==> config.mk <==
export PLATFORM = sky130hd
export DESIGN_NAME = chte_mod
export DESIGN_NICKNAME = d
export VERILOG_FILES = /design/src/design/chte_pkg.sv /design/src/design/chte_mod.sv
export SDC_FILE = /design/constraint.sdc
export NUM_CORES = 1
export LEC_CHECK = 0
export BUFFER_PORTS_ARGS = -buffer_cell sky130_fd_sc_hd__buf_2
export CAP_MARGIN = 20
export CORE_UTILIZATION = 30
export CTS_CLUSTER_SIZE = 12
export DETAILED_ROUTE_END_ITERATION = 12
export PLACE_DENSITY = 0.57
export SYNTH_ARGS = -nofsm -noshare
export SYNTH_HDL_FRONTEND = slang
export SYNTH_SLANG_ARGS = --single-unit
export TNS_END_PERCENT = 10
==> constraint.sdc <==
create_clock -name clk -period 3.7 [get_ports clk]
set_clock_uncertainty 0.15 [all_clocks]
set_input_delay 0.555 -clock clk [delete_from_list [all_inputs] [get_ports clk]]
set_output_delay 0.555 -clock clk [all_outputs]
set_load 0.01 [all_outputs]
==> src/design/chte_pkg.sv <==
// Package for the chained hash table engine: opcodes, status codes,
// sequencer states and sizing constants. No dependencies.
`default_nettype none
package chte_pkg;
  localparam int MaxBucketsDef     = 64;
  localparam int SlotsPerBucketDef = 8;
  localparam int NumBucketsRst     = 64;

  typedef enum logic [1:0] {
    OP_INSERT = 2'd0,
    OP_GET    = 2'd1,
    OP_REMOVE = 2'd2,
    OP_CLEAR  = 2'd3
  } opcode_t;

  typedef enum logic [1:0] {
    ST_DONE     = 2'd0,
    ST_NOTFOUND = 2'd1,
    ST_FULL     = 2'd2
  } status_t;

  typedef enum logic [3:0] {
    S_IDLE,
    S_MOD,
    S_FILL,
    S_SCAN_RD,
    S_SCAN_CMP,
    S_SHIFT_RD,
    S_SHIFT_WR,
    S_INSERT,
    S_CLEAR,
    S_RESP
  } state_t;
endpackage
`default_nettype wire

==> src/design/chte_mod.sv <==
// Restoring bit-serial modulo unit: 64-bit dividend by a narrow divisor.
// Depends on chte_pkg.
`default_nettype none
module chte_mod
  import chte_pkg::*;
#(
  parameter int DW = 7
) (
  input  wire logic          clk,
  input  wire logic          rst_n,
  input  wire logic          start,
  input  wire logic [63:0]   dividend,
  input  wire logic [DW-1:0] divisor,
  output logic               done,
  output logic [DW-1:0]      remainder
);
  logic [63:0]   dvd_r, dvd_nxt;
  logic [DW-1:0] rem_r, rem_nxt;
  logic [6:0]    cnt_r, cnt_nxt;
  logic          busy_r, busy_nxt;
  logic [DW:0]   trial;

  always_comb begin
    dvd_nxt  = dvd_r;
    rem_nxt  = rem_r;
    cnt_nxt  = cnt_r;
    busy_nxt = busy_r;
    trial    = {rem_r, dvd_r[63]};
    if (start) begin
      dvd_nxt  = dividend;
      rem_nxt  = '0;
      cnt_nxt  = 7'd64;
      busy_nxt = 1'b1;
    end else if (busy_r) begin
      dvd_nxt = {dvd_r[62:0], 1'b0};
      if (trial >= {1'b0, divisor}) begin
        rem_nxt = DW'(trial - {1'b0, divisor});
      end else begin
        rem_nxt = trial[DW-1:0];
      end
      cnt_nxt = cnt_r - 7'd1;
      if (cnt_r == 7'd1) begin
        busy_nxt = 1'b0;
      end
    end
  end

  always_ff @(posedge clk) begin
    if (!rst_n) begin
      busy_r <= 1'b0;
      cnt_r  <= '0;
    end else begin
      busy_r <= busy_nxt;
      cnt_r  <= cnt_nxt;
    end
    dvd_r <= dvd_nxt;
    rem_r <= rem_nxt;
  end

  assign done      = busy_r && (cnt_r == 7'd1);
  assign remainder = rem_nxt;
endmodule
`default_nettype wire

# After elaboration in Yosys (flattened, before gate mapping)
# Index checks and enable logic that the tools add are counted.
[op_classes]
eq_ne = 1
add_sub_neg = 2
n_bitwise = 1
muxes = 10
order_cmp = 1
reduce_logical = 3
[op_table]
columns = ["op", "count"]
rows = [
  ["$mux W64", 2],
  ["$mux W7", 5],
  ["$ge A8 B7 Y1", 1],
  ["$eq A7 B1 Y1 const B", 1],
  ["$sub A7 B1 Y7 const B", 1],
  ["$sub A7 B7 Y7", 1],
  ["$mux W1", 3],
  ["$reduce_bool A2 Y1", 1],
  ["$reduce_or A2 Y1", 1],
  ["$logic_and A1 B1 Y1", 1],
  ["$not A1 Y1", 1],
]
[word_totals]
elab_cells = 23
output_inout_bits = 8
register_bits = 79

# Logic depth before layout (Yosys ltp)
# Gate-level depths: netlist of the first run.
[logic_depth]
ltp_word = 4
depth_mapped = 9
ltp_nobuf = 9

# Worst setup path before layout of the first run
# OpenSTA, ideal clock, no wires.
[synth_timing]
path_type = "input-to-output"
startpoint = "in divisor[0]"
endpoint = "out remainder[0]"
arrival_ns = 2.641
slack_ns = 0.354
t_required_ns = 2.995
n_path_buf = 0
stages = 8
path_cell_list = "ha_1 inv_1 fa_1 a211oi_2 o21ai_2 a41oi_4 mux2_2 a211oi_1"
[synth_via]
elab_chain_cells = 4
[synth_rtl]
columns = ["item", "line", "text"]
rows = [
  ["start, declared", "chte_mod.sv:13", "input wire logic [DW-1:0] divisor,"],
  ["$sub A7 B7 Y7 / $ge A8 B7 Y1 (equally long branches)", "chte_mod.sv:37, chte_mod.sv:36", ""],
  ["$mux W7 (*)", "chte_mod.sv:36", "if (trial >= {1'b0, divisor}) begin"],
  ["$mux W7 (*)", "chte_mod.sv:34", "end else if (busy_r) begin"],
  ["$mux W7 (*)", "chte_mod.sv:29", "if (start) begin"],
  ["end, declared", "chte_mod.sv:15", "output logic [DW-1:0] remainder"],
]
# Mark *: on every way between the ends. The rest lies on a longest branch, timed or not.

# Final worst setup path of the first run
[layout_timing]
startpoint = "reg dvd_r[63]"
endpoint = "out remainder[0]"
[layout_via]
elab_chain_cells = 4
[layout_rtl]
columns = ["item", "line", "text"]
rows = [
  ["start, declared", "chte_mod.sv:17", "logic [63:0] dvd_r, dvd_nxt;"],
  ["start signal, assigned", "chte_mod.sv:56", "dvd_r <= dvd_nxt;"],
  ["$sub A7 B7 Y7 / $ge A8 B7 Y1 (equally long branches)", "chte_mod.sv:37, chte_mod.sv:36", ""],
  ["$mux W7 (*)", "chte_mod.sv:36", ""],
  ["$mux W7 (*)", "chte_mod.sv:34", ""],
  ["$mux W7 (*)", "chte_mod.sv:29", ""],
]
# Marked as above.

==> summary.json, run 1 <==
{
  "path_class": "register to primary output",
  "cp_data_arrival_time_ns": 2.80,
  "num_rows": 39,
  "final_antenna_net_count": 0,
  "timing_worst_slew_pin_value_ns": 0.619,
  "layout-drive-gt1-share_pct": 49.0,
  "synth_flop_cell": "edfxtp_1",
  "worst_r2r_endpoint": "rem_r[0]",
  "min-delay-path-class": "input port to register",
  "avg_synthesized_cell_area_sq_um": 14.5,
  "place.port_buffers": 81,
  "clk-insertion-delay-late_ns": 0.33,
  "place_congestion": 0.783,
  "routed_wl_microns": 6840,
  "ff2ff_setup_slack_ns": 1.16,
  "finalSetupViolCount": 0,
  "placedCellCount": 472,
  "initial_utilization_pct": 31.4,
  "hold-path-cell-count": 2,
  "static-leakage-power_nw": 1.81,
  "design.final.nets": 424,
  "clk_pin_slew_ns": 0.06,
  "first_global_vias": 2332,
  "cts_resized": 0,
  "via_count": 2235,
  "reg2reg_from": "dvd_r[63]",
  "dr.pass1.iters": 4,
  "instances_no_fill": 488,
  "grt_pass1_wl_microns": 11200,
  "route.detailed.wl_per_inst_microns": 14.0,
  "layout.cells.most_common_list": "buf_2 (81), mux2_2 (64), edfxtp_1 (64), nor2_1 (19), dfxtp_1 (15)",
  "post-route-period-util_pct": 94.7,
  "grt_antenna_before_repair": 0,
  "syn-num-nets": 337,
  "finalCriticalPeriod_ns": 3.50,
  "global_route.overflow_total": 0,
  "viasPerCell": 4.58,
  "timing.critical_path.required_ns": 2.99,
  "chipHeight_microns": 112,
  "most_common_library_cell_in_the_layout_ignoring_fill_and_taps": "buf_2",
  "clock-root-buffer": "clkbuf_16",
  "clock_path_buffers": 2,
  "floorplan.die_area_sq_um": 12600,
  "synth_area_sq_um": 3660,
  "cts.repair_timing.setup_buffer_count": 0,
  "area.growth.synth_to_final_pct": 23.8,
  "hpwlAfterDp_microns": 4690,
  "grt.total_usage_pct": 11.7,
  "core_sq_um": 11700,
  "grt_max_degree": 50,
  "drt_first_iter_violations": 96,
  "cts_made_buffers": 9,
  "hold_start": "rst_n",
  "die_x_microns": 112,
  "slew_viol_final": 0,
  "async_reset_ff_share_pct": 0,
  "clock_sinks": 79,
  "relative_max_transition_margin_pct": 58.7,
  "synth_top_cell_by_area": "edfxtp_1",
  "drc_markers": 0,
  "timing.critical_path.from_type": "register",
  "setup_repair_after_global_routing_missed_its_margin": "false",
  "ctsHtreeMaxLevel": 3,
  "min_delay_worst_endpoint": "cnt_r[6]",
  "critPathCaptureType": "primary output",
  "post_synth_num_cell_types": 34,
  "drv_cap": 0,
  "number_of_enable_type_register_cells_in_the_synthesized_netlist": 64,
  "synth.yosys.warnings": 0,
  "powerDensity_nw_per_um2": 487,
  "postCtsHoldBufs": 0,
  "setup_total_negative_slack_ns": 0,
  "synth.ff_latch_count": 79,
  "max_freq_ghz": 0.285,
  "outcome": "finished, final reports clean",
  "peakVddDrop_mv": 0.246,
  "timing.reg2reg.worst_path_depth": 9,
  "ys_seq_area_share_pct": 60.7,
  "antennaDiodeCount": 0,
  "critPathMaxFanout": 3,
  "hold_viol": 0,
  "design.portCount": 82,
  "post-synth-top-area-fraction_pct": 52.5,
  "cts_tree": "yes",
  "netlist_instances": 253,
  "synth_area_leaders": "edfxtp_1 (53%), mux2_2 (20%), dfxtp_1 (8.2%)"
}
[routing by layer]
layer	GRT usage [%]	wire (microns)	vias to the layer above
met4	4.27	59	0
met1	14.1	3110	1045
met5	0	0	-
met3	6.10	524	6
li1	-	-	1122
met2	17.8	3150	62
[cells in the mapped netlist, types with 5 or more instances]
cell	count
nor2_1	19
edfxtp_1	64
nand2_1	8
xor2_1	6
inv_1	12
dfxtp_1	15
mux2_2	64
clkbuf_1	9
a211oi_1	6
ha_1	9
a21oi_1	5
[flip-flops by register name (all words and copies together) (netlist names)]
signal and cells:
dvd_r 64, cnt_r 7, rem_r 7, busy_r 1
[area by class of cell]
| type | count | area [sq um] |
|---|---|---|
| timing repair buffer | 86 | 455 |
| inverter | 12 | 45.0 |
| clock buffer | 11 | 233 |
| fill | 1137 | 7130 |
| clock inverter | 5 | 35.0 |
| sequential | 79 | 2220 |
| tap | 143 | 179 |
| multi-input combinational | 152 | 1360 |
[where the power goes]
part           total (W)  internal, W  switching, W
registers        0.00110      0.00107     0.0000301
logic           0.000307     0.000161      0.000146
clock network   0.000801     0.000453      0.000348
total            0.00221      0.00168      0.000524
[cells by family (layout without fill, tap and decap cells)]
| kind of cell | Yosys count | after routing | share of synthesized area (%) |
|---|---|---|---|
| AOI/OAI and AO/OA | 21 | 21 | 4.58 |
| xor gates and xnor gates | 10 | 10 | 2.39 |
| adders and majority gates | 10 | 10 | 3.63 |
| buffers and inverters | 22 | 114 | 2.26 |
| DFF | 79 | 79 | 60.7 |
| muxes | 68 | 68 | 20.8 |
| and+or+nand+nor | 43 | 43 | 5.61 |
[worst max-delay path: stages (launching register included)]
cell and delay (ns):
edfxtp_1 0.36, inv_1 0.07, ha_1 0.15, inv_1 0.06
fa_2 0.36, a211oi_2 0.31, o21ai_2 0.12, a41oi_4 0.26
mux2_2 0.37, a211oi_2 0.24, buf_2 0.17
[how the worst max path moves through the flow]
stage / end / from / cells after the start / slack (ns)
2_1_floorplan: remainder[0] / divisor[0] / 8 / 0.35
3_3_place_gp: remainder[0] / divisor[0] / 10 / 0.25
3_5_place_dp: remainder[0] / divisor[0] / 10 / 0.24
4_1_cts: remainder[0] / dvd_r[63] / 10 / 0.1
5_1_grt: remainder[0] / dvd_r[63] / 10 / 0.04
6_report: remainder[0] / dvd_r[63] / 10 / 0.20
[through the flow]
stage	util (%)	setup WS, ns	cell area [sq um]	total power [W]	hold slack, ns
CTS	38.8	0.0968	4520	0.00225	0.305
finish	38.8	0.195	4530	0.00221	0.330
detailed placement	36.5	0.240	4260	0.00142	0.346
global placement	36.5	0.252	4260	0.00142	0.331
global route	38.8	0.0434	4530	0.00232	0.326
floorplan	-	0.354	3660	0.00132	0.319
Power figures use the tool's default switching activity.
==> run 2: changes to the inputs <==
- ABC_AREA: not set -> 1
==> run 2 against run 1 <==
Net effect:
- cell count up 42%
- register-to-register slack better by 0.27 ns
- wire length up 17%
- clock power up 3.9%
- non-clock buffer count down 2
- maximum frequency up 14%
- critical path type unchanged
- critical endpoint is now remainder[3]
- highest routed layer is now met5
==> summary.json, run 2 <==
{
  "postCtsHoldBufs": {"value": 0, "change": "unchanged"},
  "via_count": {"value": 2995, "change": "+34%"},
  "global_route.overflow_total": {"value": 0, "change": "unchanged"},
  "ctsHtreeMaxLevel": {"value": 3, "change": "unchanged"},
  "grt_pass1_wl": {"value": 13500, "unit": "microns", "change": "+20%"},
  "first_global_vias": {"value": 2874, "change": "+23%"},
  "design.portCount": {"value": 82, "change": "unchanged"},
  "number_of_enable_type_register_cells_in_the_synthesized_netlist": {"value": 64, "change": "unchanged"},
  "outcome": "finished, final reports clean",
  "initial_utilization": {"value": 31.3, "unit": "%", "change": "-0.074 points"},
  "grt_antenna_before_repair": {"value": 1, "change": "+1"},
  "cts_tree": "yes",
  "peakVddDrop": {"value": 0.354, "unit": "mV", "change": "+44%"},
  "setup_repair_after_global_routing_missed_its_margin": "false",
  "hpwlAfterDp": {"value": 5400, "unit": "microns", "change": "+15%"},
  "setup_total_negative_slack": {"value": 0, "unit": "ns", "change": "unchanged"},
  "cts_resized": {"value": 0, "change": "unchanged"},
  "netlist_instances": {"value": 442, "change": "+75%"},
  "finalSetupViolCount": {"value": 0, "change": "unchanged"},
  "place_congestion": {"value": 0.892, "change": "+14%"},
  "avg_synthesized_cell_area": {"value": 8.68, "unit": "sq um", "change": "-40%"},
  "floorplan.die_area": {"value": 13200, "unit": "sq um", "change": "+4.8%"},
  "area.growth.synth_to_final_pct": 22.1,
  "synth.ff_latch_count": {"value": 79, "change": "unchanged"},
  "largest_register_ffs": {"value": 64, "change": "unchanged"},
  "static-leakage-power": {"value": 2.30, "unit": "nW", "change": "+27%"},
  "async_reset_ff_share": {"value": 0, "unit": "%", "change": "unchanged"},
  "clk_pin_slew": {"value": 0.06, "unit": "ns", "change": "about the same"},
  "ys_seq_area_share": {"value": 57.9, "unit": "%", "change": "-2.8 points"},
  "drc_markers": {"value": 0, "change": "unchanged"},
  "grt_max_degree": {"value": 64, "change": "+28%"},
  "synth_flop_cell": "edfxtp_1",
  "timing.critical_path.cells": "inv_1, ha_1, inv_1, fa_1, nand2_2, nand2_2, nand2_4, nand2_4, a21oi_2, nand2_1, nand3_1, nand2_1, buf_2",
  "place.port_buffers": {"value": 81, "change": "unchanged"},
  "clock_path_buffers": {"value": 2, "change": "unchanged"},
  "finalCriticalPeriod": {"value": 3.08, "unit": "ns", "change": "-0.427 ns"},
  "worstPathBufferInverterCount": {"value": 3, "change": "unchanged"},
  "post-route-period-util": {"value": 83.2, "unit": "%", "change": "-12 points"},
  "cp_data_arrival_time": {"value": 2.37, "unit": "ns", "change": "-0.43 ns"},
  "critPathTopFamily": "adder cells",
  "relative_max_transition_margin": {"value": 52.4, "unit": "%", "change": "-6.3 points"},
  "synth_area": {"value": 3840, "unit": "sq um", "change": "+4.9%"},
  "clk-insertion-delay-late": {"value": 0.34, "unit": "ns", "change": "about the same"},
  "chipHeight": {"value": 115, "unit": "microns", "change": "+2.4%"},
  "post-synth-top-area-fraction": {"value": 50.1, "unit": "%", "change": "-2.4 points"},
  "cts.repair_timing.setup_buffer_count": {"value": 0, "change": "unchanged"},
  "clock_sinks": {"value": 79, "change": "unchanged"},
  "finalPower": {"value": 0.00224, "unit": "W", "change": "+1.4%"},
  "min-delay-path-class": "input port to register",
  "slew_viol_final": {"value": 0, "change": "unchanged"},
  "design.final.nets": {"value": 605, "change": "+43%"},
  "synth_area_leaders": "edfxtp_1 (50%), nand2_1 (22%), dfxtp_1 (7.8%)",
  "path_class": "register to primary output",
  "syn-num-nets": {"value": 526, "change": "+56%"},
  "drv_cap": {"value": 0, "change": "unchanged"},
  "instances_no_fill": {"value": 694, "change": "+42%"},
  "routed_wl": {"value": 7990, "unit": "microns", "change": "+17%"},
  "layout-drive-gt1-share": {"value": 21.5, "unit": "%", "change": "-28 points"},
  "critPathMaxFanout": {"value": 6, "change": "+3"},
  "biggestRegsByFlops": "dvd_r x64, cnt_r x7, rem_r x7",
  "timing.critical_path.slowest_cell_delay": {"value": 0.42, "unit": "ns", "change": "+0.05 ns"},
  "final_antenna_net_count": {"value": 0, "change": "unchanged"},
  "max_freq": {"value": 0.325, "unit": "GHz", "change": "+14%"},
  "netlist_top_cells_count": "nand2_1 (228), edfxtp_1 (64), inv_1 (33)",
  "num_rows": {"value": 40, "change": "+2.6%"},
  "timing.critical_path.from_type": "register",
  "grt.total_usage": {"value": 13.4, "unit": "%", "change": "+1.7 points"},
  "critPathCaptureType": "primary output",
  "synth_top_cell_by_area": "edfxtp_1",
  "registers.top_by_ff_count": "dvd_r",
  "clock-root-buffer": "clkbuf_16",
  "antennaDiodeCount": {"value": 0, "change": "unchanged"},
  "die_x": {"value": 115, "unit": "microns", "change": "+2.4%"},
  "viasPerCell": {"value": 4.32, "change": "-5.8%"},
  "post_synth_num_cell_types": {"value": 25, "change": "-26%"},
  "powerDensity": {"value": 478, "unit": "nW/um^2", "change": "-1.9%"},
  "timing.critical_path.required": {"value": 2.99, "unit": "ns", "change": "about the same"},
  "library_cell_with_the_highest_instance_count_after_synthesis": "nand2_1",
  "core": {"value": 12300, "unit": "sq um", "change": "+5.1%"},
  "placedCellCount": {"value": 678, "change": "+44%"},
  "fill_cells": {"value": 1269, "change": "+12%"},
  "drt_first_iter_violations": {"value": 140, "change": "+46%"},
  "layout.cells.most_common_list": "nand2_1 (228), buf_2 (81), edfxtp_1 (64), inv_1 (32), nor2_1 (25)",
  "dr.pass1.iters": {"value": 4, "change": "unchanged"},
  "whs": {"value": 0.265, "unit": "ns", "change": "-0.0649 ns"},
  "hold_viol": {"value": 0, "change": "unchanged"},
  "cpMaxStageDelayCell": "fa_1",
  "timing_worst_slew_pin_value": {"value": 0.713, "unit": "ns", "change": "+0.0939 ns"},
  "route.detailed.wl_per_inst": {"value": 11.5, "unit": "microns", "change": "-18%"},
  "synth.yosys.warnings": {"value": 0, "change": "unchanged"},
  "cts_made_buffers": {"value": 9, "change": "unchanged"},
  "multi_input_comb_area": {"value": 1410, "unit": "sq um", "change": "+3.2%"},
  "layout.area.seq": {"value": 2220, "unit": "sq um", "change": "unchanged"},
  "most_common_library_cell_in_the_layout_ignoring_fill_and_taps": "nand2_1"
}
[run 2: routing by layer]
layer	GRT usage [%]	vias up	part of all wire [%]
li1	-	1555	-
met1	17.0	1343	49
met2	20.3	86	43
met3	6.11	9	7.4
met4	3.90	2	1.0
met5	0	-	0.15
[run 2: logic make-up (layout without fill, tap and decap cells)]
kind of cell | count (synthesis) | in the layout | share of synthesized area [%]
compound gates | 15 | 15 | 2.15
xor+xnor | 5 | 5 | 1.14
fa+ha+maj | 10 | 10 | 3.46
buf+inv | 51 | 135 | 5.48
flops | 79 | 79 | 57.9
simple gates | 282 | 282 | 29.9
[run 2: power by group]
group          switching [W]  total (W)  internal, W
sequential         0.0000345    0.00110      0.00107
clock               0.000374   0.000832     0.000458
combinational       0.000188   0.000307     0.000119
[run 2: area by class of cell]
| type | instances | area share, % |
|---|---|---|
| Timing Repair Buffer | 84 | 9.40 |
| Tap cell | 168 | 4.49 |
| Sequential cell | 79 | 47.4 |
| Multi-Input combinational cell | 312 | 30.0 |
| Clock buffer | 10 | 4.89 |
| Clock inverter | 6 | 0.988 |
| Inverter | 35 | 2.80 |
[run 2: worst min-delay path, cell delays in order]
cell and delay [ns]:
buf_2 0.09, nand2_1 0.05, inv_1 0.04
[run 2: path summary, 6_finish.rpt]
| path | end | cells past startpoint | slack (ns) | from |
|---|---|---|---|---|
| setup / recovery | remainder[3] | 13 | 0.62 | dvd_r[63] |
| setup reg to reg | dvd_r[2] | 3 | 1.43 | busy_r |
| hold reg to reg | cnt_r[0] | 2 | 0.34 | cnt_r[0] |
| hold / removal | cnt_r[6] | 3 | 0.26 | rst_n |
[run 2: per-stage QoR]
stage	worst slack [ns]	instance area (sq um)	utilization, %
global placement	0.850	4410	36.0
finish	0.622	4680	38.2
global route	0.404	4680	38.2
floorplan	1.09	3840	-
CTS	0.611	4680	38.2
detailed placement	0.815	4410	36.0
